## src/rtl/svt_pkg.sv

```systemverilog
package svt_pkg;

  // table geometry
  localparam int DEF_CAPACITY = 16;
  localparam int VAL_W        = 32;
  localparam int REQ_W        = 2;
  localparam int SIZE_W       = 31;
  localparam int STS_W        = 3;

  // request codes
  typedef enum logic [REQ_W-1:0] {
    REQ_INSERT  = 2'd0,
    REQ_DELETE  = 2'd1,
    REQ_RELEASE = 2'd2,
    REQ_DUMP    = 2'd3
  } req_t;

  // result status codes
  localparam logic [STS_W-1:0] STS_OK        = 3'd0;
  localparam logic [STS_W-1:0] STS_NOT_FOUND = 3'd1;
  localparam logic [STS_W-1:0] STS_FULL      = 3'd2;
  localparam logic [STS_W-1:0] STS_EMPTY     = 3'd3;
  localparam logic [STS_W-1:0] STS_NONE      = 3'd4;

  // control states
  typedef enum logic [1:0] {
    ST_IDLE,
    ST_DUMP,
    ST_RELEASE
  } state_t;

  // operation broadcast to every cell
  typedef enum logic [2:0] {
    OP_HOLD,
    OP_INSERT,
    OP_DELETE,
    OP_RELEASE,
    OP_ROTATE
  } cell_op_t;

  // command broadcast to the row of cells
  typedef struct packed {
    cell_op_t                op;
    logic signed [VAL_W-1:0] value;
    logic signed [VAL_W:0]   range_lo;
    logic signed [VAL_W:0]   range_hi;
  } cell_cmd_t;

  // where a cell sits relative to the fill count
  typedef struct packed {
    logic occ;   // cell holds an entry
    logic tail;  // first free cell
    logic wrap;  // last held cell
  } cell_pos_t;

endpackage

```

## src/rtl/sorted_value_table.sv

```systemverilog
// channel   direction  handshake            beat
// in_       input      start & !busy        req_type, value, range_start, range_size
// out_      output     out_valid, 1 cycle   status, item_value, freed_count,
//                                           entry_count, last
//
// insert and delete leave busy low; the result shows the next cycle.
// release first compares and overwrites, then gives the count of the freed cells.
// dump of n entries keeps busy high while it gives one result per entry, rotating the row of
// cells through the head cell; busy drops in the cycle the last beat is shown.
// rst_n is synchronous and clears the fill count and control; entries are not cleared.
// the receiver cannot stall: every result is taken in the cycle it is shown.
module sorted_value_table #(
  parameter int CAPACITY = svt_pkg::DEF_CAPACITY,
  localparam int CNT_W   = $clog2(CAPACITY + 1)
) (
  input  logic                               clk,
  input  logic                               rst_n,
  input  logic                               start,
  output logic                               busy,
  input  logic [svt_pkg::REQ_W-1:0]          in_req_type,
  input  logic signed [svt_pkg::VAL_W-1:0]   in_value,
  input  logic signed [svt_pkg::VAL_W-1:0]   in_range_start,
  input  logic [svt_pkg::SIZE_W-1:0]         in_range_size,
  output logic                               out_valid,
  output logic [svt_pkg::STS_W-1:0]          out_status,
  output logic signed [svt_pkg::VAL_W-1:0]   out_item_value,
  output logic [CNT_W-1:0]                   out_freed_count,
  output logic [CNT_W-1:0]                   out_entry_count,
  output logic                               out_last
);

  svt_pkg::state_t                   state_r;
  svt_pkg::state_t                   state_nxt;
  logic [CNT_W-1:0]                  count_r;
  logic [CNT_W-1:0]                  count_nxt;
  logic [CNT_W-1:0]                  rem_r;
  logic [CNT_W-1:0]                  rem_nxt;
  logic [CAPACITY-1:0]               hit_r;
  logic [CAPACITY-1:0]               hit_nxt;
  logic                              out_valid_r;
  logic                              out_valid_nxt;
  logic [svt_pkg::STS_W-1:0]         out_status_r;
  logic [svt_pkg::STS_W-1:0]         out_status_nxt;
  logic signed [svt_pkg::VAL_W-1:0]  out_item_r;
  logic signed [svt_pkg::VAL_W-1:0]  out_item_nxt;
  logic [CNT_W-1:0]                  out_freed_r;
  logic [CNT_W-1:0]                  out_freed_nxt;
  logic [CNT_W-1:0]                  out_entry_r;
  logic [CNT_W-1:0]                  out_entry_nxt;
  logic                              out_last_r;
  logic                              out_last_nxt;

  logic                              accept;
  logic                              full;
  logic                              empty;
  logic [CNT_W-1:0]                  freed;
  svt_pkg::req_t                     req;
  svt_pkg::cell_op_t                 cell_op;
  svt_pkg::cell_cmd_t                cmd;
  svt_pkg::cell_pos_t                pos [CAPACITY];
  logic signed [svt_pkg::VAL_W-1:0]  cell_val [CAPACITY];
  logic [CAPACITY:0]                 match;
  logic [CAPACITY-1:0]               rel_hit;

  assign req      = svt_pkg::req_t'(in_req_type);
  assign accept   = start && !busy;
  assign full     = (count_r == CNT_W'(CAPACITY));
  assign empty    = (count_r == '0);
  assign freed    = CNT_W'($countones(hit_r));
  assign match[0] = 1'b0;

  // broadcast command and release bounds
  assign cmd.op       = cell_op;
  assign cmd.value    = in_value;
  assign cmd.range_lo = {in_range_start[svt_pkg::VAL_W-1], in_range_start};
  assign cmd.range_hi = {in_range_start[svt_pkg::VAL_W-1], in_range_start} +
                        {2'b00, in_range_size};

  // row of cells
  for (genvar i = 0; i < CAPACITY; i++) begin : g_cell
    assign pos[i].occ  = (CNT_W'(i) < count_r);
    assign pos[i].tail = (count_r == CNT_W'(i));
    assign pos[i].wrap = (count_r == CNT_W'(i + 1));

    svt_cell u_cell (
      .clk       (clk),
      .cmd       (cmd),
      .pos       (pos[i]),
      .left_val  ((i == 0) ? '0 : cell_val[(i == 0) ? 0 : i - 1]),
      .right_val ((i == CAPACITY - 1) ? '0 : cell_val[(i == CAPACITY - 1) ? i : i + 1]),
      .head_val  (cell_val[0]),
      .match_in  (match[i]),
      .match_out (match[i+1]),
      .rel_hit   (rel_hit[i]),
      .val       (cell_val[i])
    );
  end

  // next state
  always_comb begin
    state_nxt = state_r;
    case (state_r)
      svt_pkg::ST_IDLE: begin
        if (accept && req == svt_pkg::REQ_RELEASE) begin
          state_nxt = svt_pkg::ST_RELEASE;
        end else if (accept && req == svt_pkg::REQ_DUMP && !empty) begin
          state_nxt = svt_pkg::ST_DUMP;
        end
      end
      svt_pkg::ST_DUMP: begin
        if (rem_r == CNT_W'(1)) begin
          state_nxt = svt_pkg::ST_IDLE;
        end
      end
      svt_pkg::ST_RELEASE: begin
        state_nxt = svt_pkg::ST_IDLE;
      end
      default: begin
        state_nxt = svt_pkg::ST_IDLE;
      end
    endcase
  end

  // state outputs: busy and cell operation
  always_comb begin
    busy    = 1'b1;
    cell_op = svt_pkg::OP_HOLD;
    case (state_r)
      svt_pkg::ST_IDLE: begin
        busy = 1'b0;
        if (start) begin
          case (req)
            svt_pkg::REQ_INSERT:  cell_op = full ? svt_pkg::OP_HOLD : svt_pkg::OP_INSERT;
            svt_pkg::REQ_DELETE:  cell_op = svt_pkg::OP_DELETE;
            svt_pkg::REQ_RELEASE: cell_op = svt_pkg::OP_RELEASE;
            default:              cell_op = svt_pkg::OP_HOLD;
          endcase
        end
      end
      svt_pkg::ST_DUMP: begin
        cell_op = svt_pkg::OP_ROTATE;
      end
      default: begin
        cell_op = svt_pkg::OP_HOLD;
      end
    endcase
  end

  // count, release hits and result beat
  always_comb begin
    count_nxt      = count_r;
    rem_nxt        = rem_r;
    hit_nxt        = hit_r;
    out_valid_nxt  = 1'b0;
    out_status_nxt = svt_pkg::STS_OK;
    out_item_nxt   = '0;
    out_freed_nxt  = '0;
    out_last_nxt   = 1'b1;
    case (state_r)
      svt_pkg::ST_IDLE: begin
        if (accept) begin
          case (req)
            svt_pkg::REQ_INSERT: begin
              out_valid_nxt = 1'b1;
              if (full) begin
                out_status_nxt = svt_pkg::STS_FULL;
              end else begin
                count_nxt = count_r + CNT_W'(1);
              end
            end
            svt_pkg::REQ_DELETE: begin
              out_valid_nxt = 1'b1;
              if (empty) begin
                out_status_nxt = svt_pkg::STS_EMPTY;
              end else if (!match[CAPACITY]) begin
                out_status_nxt = svt_pkg::STS_NOT_FOUND;
              end else begin
                count_nxt = count_r - CNT_W'(1);
              end
            end
            svt_pkg::REQ_RELEASE: begin
              hit_nxt = rel_hit;
            end
            default: begin
              if (empty) begin
                out_valid_nxt  = 1'b1;
                out_status_nxt = svt_pkg::STS_EMPTY;
              end else begin
                rem_nxt = count_r;
              end
            end
          endcase
        end
      end
      svt_pkg::ST_DUMP: begin
        out_valid_nxt = 1'b1;
        out_item_nxt  = cell_val[0];
        out_last_nxt  = (rem_r == CNT_W'(1));
        rem_nxt       = rem_r - CNT_W'(1);
      end
      svt_pkg::ST_RELEASE: begin
        out_valid_nxt  = 1'b1;
        out_freed_nxt  = freed;
        out_status_nxt = (freed != '0) ? svt_pkg::STS_OK : svt_pkg::STS_NONE;
      end
      default: begin
        out_valid_nxt = 1'b0;
      end
    endcase
    out_entry_nxt = count_nxt;
  end

  // control registers
  always_ff @(posedge clk) begin
    if (!rst_n) begin
      state_r     <= svt_pkg::ST_IDLE;
      count_r     <= '0;
      rem_r       <= '0;
      out_valid_r <= 1'b0;
    end else begin
      state_r     <= state_nxt;
      count_r     <= count_nxt;
      rem_r       <= rem_nxt;
      out_valid_r <= out_valid_nxt;
    end
  end

  // payload registers
  always_ff @(posedge clk) begin
    hit_r        <= hit_nxt;
    out_status_r <= out_status_nxt;
    out_item_r   <= out_item_nxt;
    out_freed_r  <= out_freed_nxt;
    out_entry_r  <= out_entry_nxt;
    out_last_r   <= out_last_nxt;
  end

  assign out_valid       = out_valid_r;
  assign out_status      = out_status_r;
  assign out_item_value  = out_item_r;
  assign out_freed_count = out_freed_r;
  assign out_entry_count = out_entry_r;
  assign out_last        = out_last_r;

endmodule

```

## src/rtl/svt_cell.sv

```systemverilog
module svt_cell (
  input  logic                            clk,
  input  svt_pkg::cell_cmd_t              cmd,
  input  svt_pkg::cell_pos_t              pos,
  input  logic signed [svt_pkg::VAL_W-1:0] left_val,
  input  logic signed [svt_pkg::VAL_W-1:0] right_val,
  input  logic signed [svt_pkg::VAL_W-1:0] head_val,
  input  logic                            match_in,
  output logic                            match_out,
  output logic                            rel_hit,
  output logic signed [svt_pkg::VAL_W-1:0] val
);

  logic signed [svt_pkg::VAL_W-1:0] val_r;
  logic signed [svt_pkg::VAL_W-1:0] val_nxt;
  logic signed [svt_pkg::VAL_W:0]   val_ext;
  logic                             hit;

  assign val     = val_r;
  assign val_ext = {val_r[svt_pkg::VAL_W-1], val_r};

  // compare against the broadcast value, then pass the match on; flag a hit in the release range
  always_comb begin
    if (cmd.op == svt_pkg::OP_INSERT) begin
      hit = pos.occ && (val_r >= cmd.value);
    end else begin
      hit = pos.occ && (val_r == cmd.value);
    end
    match_out = match_in | hit;
    rel_hit   = pos.occ && (cmd.op == svt_pkg::OP_RELEASE) &&
                (val_ext >= cmd.range_lo) && (val_ext < cmd.range_hi);
  end

  // next entry value
  always_comb begin
    val_nxt = val_r;
    case (cmd.op)
      svt_pkg::OP_INSERT: begin
        if (match_in && (pos.occ || pos.tail)) begin
          val_nxt = left_val;
        end else if (!match_in && (hit || pos.tail)) begin
          val_nxt = cmd.value;
        end
      end
      svt_pkg::OP_DELETE: begin
        if (match_out && pos.occ) begin
          val_nxt = right_val;
        end
      end
      svt_pkg::OP_RELEASE: begin
        if (rel_hit) begin
          val_nxt = '1;
        end
      end
      svt_pkg::OP_ROTATE: begin
        if (pos.occ) begin
          val_nxt = pos.wrap ? head_val : right_val;
        end
      end
      default: begin
        val_nxt = val_r;
      end
    endcase
  end

  // entry register
  always_ff @(posedge clk) begin
    val_r <= val_nxt;
  end

endmodule
```

## config.mk

```make
export PLATFORM = sky130hd
export DESIGN_NAME = sorted_value_table
export DESIGN_NICKNAME = d
export VERILOG_FILES = /design/src/rtl/svt_pkg.sv /design/src/rtl/sorted_value_table.sv /design/src/rtl/svt_cell.sv
export SDC_FILE = /design/constraint.sdc
export NUM_CORES = 2
export LEC_CHECK = 0
export ABC_AREA = 1
export BUFFER_PORTS_ARGS = -buffer_cell sky130_fd_sc_hd__buf_2
export CAP_MARGIN = 5
export CORE_MARGIN = 2
export CORE_UTILIZATION = 30
export CTS_CLUSTER_DIAMETER = 40
export DETAILED_ROUTE_END_ITERATION = 7
export PLACE_DENSITY_LB_ADDON = 0.05
export SYNTH_ARGS = -nofsm -noshare
export SYNTH_HDL_FRONTEND = slang
export SYNTH_HIERARCHICAL = 1
export SYNTH_SLANG_ARGS = --single-unit
```

## constraint.sdc

```tcl
create_clock -name clk -period 10 [get_ports clk]
set_input_delay 1 -clock clk [delete_from_list [all_inputs] [get_ports clk]]
set_output_delay 1 -clock clk [all_outputs]
set_load 0.1 [all_outputs]
```

==> impl_results.md <==
* Core Footprint at 288000 sq um
* M3 GR Usage at 5.67%
* RSZ-0062 raised after global routing: no
* Final Wtd Congestion at 0.965
* Most used routing layer: met1
* Drt first pass iters at 6
* Crit path from: count_r[0]
* Slew @ Worst Pin at 1380 ps
* Final Hold Viols at 0
* Port bufs at between 100 and 150
* DR WL/cell at 29.3 um
* Reg2Reg Setup Slack at 1920 ps
* Async SR Flop Fraction at 0%
* Fin crit share at 80.8%
* Max-cap viol count at 0
* Clock root buffer: clkbuf_16
* Hold path start: rst_n
* Library cells used by synthesis at 54
* Yosys warning count at 6
* Synth Register Bits at 587
* CP max stage cell: dfxtp_1
* TritonCTS Buffers at 178
* HPWL after detailed placement at 388000 um
* Max VDD drop at 0.000237 V
* Die ar. at 294000 sq um
* Synthesized area at slightly below 90000 sq um
* Row cnt at 197
* Grt ovf at 0
* Top cells by area, synth: ha_1, nand2_1, edfxtp_1
* Die Y at 542 um
* Most frequent cell after synthesis: nand2_1
* Pleak at 0.0542 uW
* CTS Buffer Depth at 4
* DR vias at around 96000
* CTS tree: built
* Crit Reg-Reg Startpoint: count_r[0]
* Setup TNS at 0 ps
* Final setup vio count at 0
* Syn-to-layout area delta at 15.2%
* Vias in the first global route at just under 90000
* Top cells by count, synth: nand2_1, inv_1, ha_1, a21oi_1, nor2_1
* Arrival @ worst endpoint at 8510 ps
* DR iter-0 viols at 11474
* Relative slew margins at under 10%
* Design Power at 29800 uW
* # Post-CTS Setup Buffers at 0
* Cts hold-fix bufs at 0
* Share of layout cells above drive strength 1 at under 10%
* First-pass GRT wire length at 690000 um
* Worst r2r path cells at 44
* Post-route ant nets at 0
* Total track usage at about a third
* Startpoint Class: flip-flop
* Avg Cell Area, Syn at approximately 6.6 sq um
* CP Max Fanout at 32
* Outcome: completed
* Final Max Tran Viols at 0
* Crit. End Element: flip-flop
* Post-synth top area share at 23.1%
* Largest net degree at the start of global routing at 66
* Initial antenna violation count at 53
* Worst-Skew Late Latency at ~880 ps
* Reg clk slew, reported paths at 50 ps
* Worst Path Required at 10430 ps
* Post-synthesis sequential area ratio at 19.6%
* Primary FF master, synth: edfxtp_1
* CP max stage delay at 660 ps
* GR Layer Usage met1 at 48.3%
* Non-filler cells, final at about 17000
* R2R Path End: g_cell[15].u_cell/val[4]
* Hold Path Class: primary input to flip-flop
* Final Critical Period at approximately 8000 ps
* Number of I/O pins at 148
* Power per cell area at just under 300 nW/um^2
* Die Wd at 542 um
* FMAX at 0.124 GHz
* CP dominant cell by count: nand2_1
* Vias per cell at 5.55
* CTS resizes at 0
* Post-synthesis cell count at 13138
* Worst setup endpoint: g_cell[15].u_cell/val[4]
* Number of remaining DRC errors at 0
* Drt total wl at 507000 um
* Max H-tree Level at 4
* Placed Instances at ~17000
* Clk_skew at 86.0 ps
* Clk sinks at 587
* Initial Util at around 30%
* Post-layout nets at between 15000 and 20000
* M2 GR Usage at 46.8%
* Dominant cell type by area after synthesis: ha_1
* Critical path class: flip-flop to flip-flop
* Post-synth EDFFs at 528
worst min path at each step:
stage,to,slack [ps],cells past startpoint
after floorplan,rem_r[1],470,2
after global placement,state_r[1],490,2
after detailed placement,state_r[1],510,2
after CTS,state_r[0],440,3
after global routing,state_r[0],500,3
final,state_r[0],510,3
layout by cell type, fill, tap and decap left out, types with 18 or more instances in the layout:
| master | n |
|---|---|
| and2_1 | 45 |
| nor2_2 | 60 |
| clkinv_1 | 38 |
| a221oi_1 | 480 |
| o21a_1 | 79 |
| dfxtp_1 | 59 |
| inv_1 | 2254 |
| nand2_2 | 42 |
| nand4_1 | 120 |
| clkinv_2 | 30 |
| nor2_1 | 611 |
| a21oi_1 | 735 |
| bufinv_16 | 25 |
| inv_2 | 98 |
| o21ai_0 | 161 |
| nand3_1 | 166 |
| conb_1 | 98 |
| diode_2 | 20 |
| buf_2 | 147 |
| ha_1 | 1602 |
| o21bai_1 | 18 |
| o31ai_1 | 45 |
| nor3_1 | 59 |
| edfxtp_1 | 528 |
| o2111ai_1 | 466 |
| nand2_1 | 4682 |
| clkbuf_16 | 182 |
| o211ai_1 | 47 |
| clkbuf_1 | 33 |
| o21ai_1 | 84 |
| nor4_2 | 21 |
| buf_4 | 313 |
flip-flops by register name, indices dropped and copies added, names as in the netlist:
name / count
count_r: 5
g_cell.u_cell/val: 512
hit_r: 16
out_entry_count: 5
out_freed_count: 5
out_item_value: 32
out_last: 1
out_status: 3
out_valid: 1
rem_r: 5
state_r: 2
metal layers:
| layer | wire length [um] | vias to the layer above | share of wire (%) |
|---|---|---|---|
| li1 | - | 44427 | - |
| met2 | 199000 | 4644 | 39 |
| met3 | 46400 | 822 | 9.1 |
| met4 | 30100 | 6 | 5.9 |
| met5 | 41 | - | 0.0081 |
| met1 | 232000 | 46298 | 46 |
where the power goes:
group / switching [uW] / internal (uW)
clock: 1850 / 3940
sequential: 2730 / 4390
combinational: 11600 / 5290
critical path: cells and delay by family (launching register included):
family / cells / cell delay [ps]
DFF: 1 / 660
AOI/OAI and AO/OA: 3 / 630
buffers and inverters: 16 / 1960
and+or+nand+nor: 24 / 4030
adders and majority gates: 1 / 310
metrics by stage:
stage / utilization (%) / cell area [sq um] / hold slack [ps] / worst slack [ps]
2_1_floorplan: - / 87200 / 467 / 994
3_3_place_gp: 32.7 / 94100 / 491 / 1730
3_5_place_dp: 32.7 / 94100 / 510 / 1780
4_1_cts: 34.7 / 99900 / 440 / 2140
5_1_grt: 34.7 / 100000 / 499 / 1440
6_report: 34.7 / 100000 / 506 / 1920
area by class of cell:
| type | count | area, sq um |
|---|---|---|
| antenna | 20 | 50.0 |
| clock buffer | 217 | 4710 |
| clock inverter | 96 | 1170 |
| fill | 30976 | 188000 |
| inverter | 2369 | 8890 |
| multi-input combinational | 9811 | 60300 |
| sequential | 587 | 17000 |
| tap | 3781 | 4730 |
| timing repair buffer | 463 | 3150 |
cells by family after synthesis:
kind of cell	count (synthesis)	synth area share, %
simple gates	5884	27.0
buf+inv	2837	12.3
compound gates	2194	17.5
fa+ha+maj	1615	23.4
flops	587	19.6
xor+xnor	19	0.192
other cells	1	0.00432
mux	1	0.0130
Note: power is estimated with default switching activity, not from simulation.
